`src/rtl/cbh_pkg.sv`:
```
// Shared types and constants for the contrast band histogram.
// No dependencies; imported by the bin calculator, the top level and the testbench.
package cbh_pkg;

  // Opcodes carried by the mode field of an input word.
  typedef enum logic [1:0] {
    MODE_SAMPLE = 2'd0,
    MODE_FINISH = 2'd1,
    MODE_READ   = 2'd2,
    MODE_NOP    = 2'd3
  } cbh_mode_e;

  // Q4.12 log values: one unit is 2**Q_FRAC_BITS.
  localparam int unsigned Q_FRAC_BITS = 12;
  localparam int unsigned Q_ONE       = 1 << Q_FRAC_BITS;

  // Contrast magnitude below 0.05 in Q4.12.
  localparam int unsigned HALF_BIN_LIMIT = 204;

  // Field widths of the interface.
  localparam int unsigned LOG_W   = 17;
  localparam int unsigned THR_W   = 8;
  localparam int unsigned BAND_W  = 2;
  localparam int unsigned LBIN_W  = 8;
  localparam int unsigned CBIN_W  = 4;
  localparam int unsigned BCNT_W  = 24;
  localparam int unsigned TOTAL_W = 32;

  // Out-of-range flags of one sample.
  typedef struct packed {
    logic lum_oor;
    logic con_oor;
  } cbh_flags_t;

endpackage

```
`src/rtl/cbh_bin_calc.sv`:
```
// Background and contrast bin calculation for one sample, with range flags.
// Depends on cbh_pkg.
module cbh_bin_calc
  import cbh_pkg::*;
#(
  parameter int unsigned LUM_BINS      = 161,
  parameter int unsigned CONTRAST_BINS = 15,
  parameter int unsigned LUM_IDX_W     = 8,
  parameter int unsigned CON_IDX_W     = 4
) (
  input  logic signed [LOG_W-1:0] pixel_i,
  input  logic signed [LOG_W-1:0] blurred_i,
  input  logic [THR_W-1:0]        threshold_i,
  output logic [LUM_IDX_W-1:0]    lum_idx_o,
  output logic [CON_IDX_W-1:0]    con_idx_o,
  output cbh_flags_t              flags_o
);

  localparam int unsigned LUM_OFFSET = (LUM_BINS - 1) / 2;
  localparam int unsigned CENTRE     = CONTRAST_BINS / 2;
  localparam int unsigned T_W        = 23;
  localparam int unsigned XI_W       = T_W - Q_FRAC_BITS;
  localparam int unsigned G_W        = LOG_W + 1;

  localparam logic signed [T_W-1:0] LUM_BIAS = T_W'(LUM_OFFSET * Q_ONE + Q_ONE / 2);
  localparam logic signed [T_W-1:0] CON_BIAS = T_W'(CENTRE * Q_ONE + Q_ONE / 2);
  localparam logic signed [T_W-1:0] TRUNC_FIX = T_W'(Q_ONE - 1);
  localparam logic signed [G_W-1:0] HALF_LIM = G_W'(HALF_BIN_LIMIT);

  logic signed [G_W-1:0]  g;
  logic signed [G_W-1:0]  thr;
  logic signed [T_W-1:0]  b_ext;
  logic signed [T_W-1:0]  g_ext;
  logic signed [T_W-1:0]  tl;
  logic signed [T_W-1:0]  tc;
  logic signed [T_W-1:0]  tl_adj;
  logic signed [T_W-1:0]  tc_adj;
  logic signed [XI_W-1:0] xi;
  logic signed [XI_W-1:0] gi;

  always_comb begin
    g      = G_W'(pixel_i) - G_W'(blurred_i);
    thr    = $signed(G_W'(threshold_i));
    b_ext  = T_W'(blurred_i);
    g_ext  = T_W'(g);
    tl     = (b_ext <<< 3) + (b_ext <<< 1) + LUM_BIAS;
    tc     = (g_ext <<< 3) + (g_ext <<< 1) + CON_BIAS;
    // truncate toward zero
    tl_adj = tl + (tl[T_W-1] ? TRUNC_FIX : '0);
    tc_adj = tc + (tc[T_W-1] ? TRUNC_FIX : '0);
    xi     = tl_adj[T_W-1:Q_FRAC_BITS];
    gi     = tc_adj[T_W-1:Q_FRAC_BITS];

    flags_o.lum_oor = (xi < 0) || (int'(xi) >= int'(LUM_BINS));
    flags_o.con_oor = (gi < 0) || (int'(gi) >= int'(CONTRAST_BINS));
    lum_idx_o       = LUM_IDX_W'(xi);

    if (g > thr && g <= HALF_LIM) begin
      con_idx_o = CON_IDX_W'(CENTRE + 1);
    end else if (g < -thr && g >= -HALF_LIM) begin
      con_idx_o = CON_IDX_W'(CENTRE - 1);
    end else begin
      con_idx_o = CON_IDX_W'(gi);
    end
  end

endmodule

```
`config.mk`:
```
export PLATFORM = sky130hd
export DESIGN_NAME = cbh_bin_calc
export DESIGN_NICKNAME = d
export VERILOG_FILES = /design/src/rtl/cbh_pkg.sv /design/src/rtl/cbh_bin_calc.sv
export SDC_FILE = /design/constraint.sdc
export NUM_CORES = 1
export LEC_CHECK = 0
export BUFFER_PORTS_ARGS = -buffer_cell sky130_fd_sc_hd__buf_2
export CAP_MARGIN = 15
export CORE_UTILIZATION = 30
export DETAILED_ROUTE_END_ITERATION = 8
export SLEW_MARGIN = 20
export SYNTH_ARGS = -nofsm -noshare
export SYNTH_HDL_FRONTEND = slang
export SYNTH_SLANG_ARGS = --single-unit
```
`constraint.sdc`:
```
create_clock -name vclk -period 15.61
set_input_delay 0.7805 -clock vclk [all_inputs]
set_output_delay 0.7805 -clock vclk [all_outputs]
set_load 0.02 [all_outputs]
```
==> qor.yml <==
power_frac_comb_pct: 100.0
clkPwrFrac_pct: 0
sequentialPowerShare_pct: 0
die_width_um: 124
min_to: "flags_o[1]"
num_vias: 4324
start_util_pct: 30.8
crit_path_max_fanout: 7
hold_class: "in -> out"
endpoint_kind: "primary output"
crit_slowest_cell: "xor2_1"
pre_cts_ws_ps: 7920
p_per_area_nw_per_um2: 108
grt.total_usage_pct: 14.8
synth_top_area_share_pct: 31.6
regArea_um2: 0
status: "finished, final reports clean"
firstDrtPassIters: 4
p_leak_nw: 2.45
tightest_slew_ps: 858
postSynthAreaPerCell_um2: 7.52
dieArea_um2: 15400
ys.warnings.count: 0
die_h_um: 124
max_slew_margin_pct: 42.2
synthesis.nets: 752
io_pins: 56
period_share_pct: 49.3
vias_per_cell: 5.21
syn_area_um2: 4470
fmax_mhz: 130
tns_ps: 0
drt_iter0_drc: 150
ant_nets: 0
wl_per_cell_um: 13.4
remaining_drc_errors: 0
p_sw_w: 0.000314
start_kind: "input port"
rsz0062_at_grt: "no"
yosysMostFrequentCell: "ha_1"
crit_type: "in -> out"
seq_area_frac_synth_pct: 0
fillCellCount: 1595
post_cts_resized: 0
crit_top_cell: "a21oi_1"
io_buffer_count: 56
critical_path_arrival_ps: 6920
dp_hpwl_um: 9700
required_ps: 14830
synth_top_area_cell: "ha_1"
sw_frac_of_total_pct: 58.4
drv_slew: 0
synth_area_leaders: "ha_1 32%, xnor2_1 7.6%, inv_1 5.4%"
yosys-top-cells-count: "113 x ha_1, 64 x inv_1, 44 x a21oi_1"
fin_crit_ps: 7700
multiInputGateArea_um2: 4210
grt_max_degree: 11
post_dp_cell_area_um2: 4970
utilization_pct: 34.2
grt_pass1_vias: 4170
rows: 44
setup_ws_ps: 7910
hold_buffers: 0
fin_nets: 806
cts_setup_buffers: 0
syn_inst: 594
maxCapViolCount: 0
antenna_found_initial: 0
setup_violations: 0
irDropWorstVdd_v: 0.0000747
design_area_um2: 4970
grt_pass1_wl_um: 18900
drive_above_1_share_pct: 13.8
antennaDiodeCount: 0
grt-ovfl-total: 0
whs_ps: 2190
yosys.cell_types.count: 69
n_clock_buffer: 0
finalHoldViolCount: 0
min_path_cells: 5
n_sequential_cell: 0
syn_to_final_growth_pct: 11.1
core_um2: 14500
p_int_w: 0.000224
critPathMaxStageDelay_ps: 450
drt_wl_total_um: 11100
gp_congestion: 0.837
min_from: "blurred_i[16]"
-- layout by cell type (no fill, tap or decap), types with 3 or more instances in the layout --
master and instances:
and2_1 6, nor3_1 20, xor2_1 17, ha_1 113, nor2b_1 8, a31oi_1 4, nor4_1 6, or3_1 7
and3_1 9, nand2b_1 7, o21bai_1 5, nand2_1 35, nor2_1 33, buf_2 56, nand4_1 13, a21o_1 21
inv_1 64, a21oi_1 44, o31ai_1 3, xnor2_1 39, xor2_2 3, o21ai_0 32, a31o_2 3, a21oi_2 3
nand3_1 6, a211oi_1 10, o21a_1 8, or2_2 6, mux2i_1 4, o211ai_1 8, fa_1 3
-- cells by family (layout without fill, tap and decap cells) --
family	after synthesis	count (layout)	share of synthesized area [%]
AND/OR/NAND/NOR	171	171	20.9
buffers and inverters	69	121	5.85
adder cells (fa/ha/maj)	117	117	33.2
XOR/XNOR	60	60	12.4
AO/OA/AOI/OAI	173	173	26.8
multiplexers	4	4	0.896
-- how the worst max path moves through the flow --
stage | startpoint | end | slack [ps] | depth (start not counted)
floorplan | pixel_i[0] | con_idx_o[1] | 8630 | 28
global placement | blurred_i[2] | con_idx_o[3] | 7970 | 31
detailed placement | blurred_i[2] | con_idx_o[1] | 7920 | 31
CTS | blurred_i[2] | con_idx_o[1] | 7880 | 31
global route | blurred_i[2] | con_idx_o[1] | 7260 | 31
finish | blurred_i[2] | con_idx_o[1] | 7910 | 31
-- critical path, delay by kind of cell --
family                     cells  cell delay (ps)
and+or+nand+nor                6             1380
adders and majority gates      4             1290
buffers and inverters          4              530
AOI/OAI and AO/OA             15             2410
xor gates and xnor gates       2              550
-- stage by stage --
step,total power [W],cells
floorplan,0.000418,594
global placement,0.000534,830
detailed placement,0.000534,830
CTS,0.000539,830
global route,0.000609,830
finish,0.000537,830
-- cell type report --
class / count / share of cell area (%)
multi-input cells: 525 / 84.7
repair buffers: 57 / 5.79
inverters: 64 / 4.84
well taps: 184 / 4.64
-- power by group through the flow --
stage	Clock (W)	Sequential, W	Combinational, W
after CTS	0	0	0.000539
after global placement	0	0	0.000534
after global routing	0	0	0.000609
final	0	0	0.000537
after floorplan	0	0	0.000418
after detailed placement	0	0	0.000534
-- layer usage --
metal	wire, um	GRT usage (%)	up-vias	share of wire (%)
met2	5150	26.6	55	46
li1	-	-	2305	-
met4	0	0.149	0	0
met1	5750	20.6	1964	52
met5	0	0	-	0
met3	211	0.275	0	1.9
Note: power is estimated with default switching activity, not from simulation.
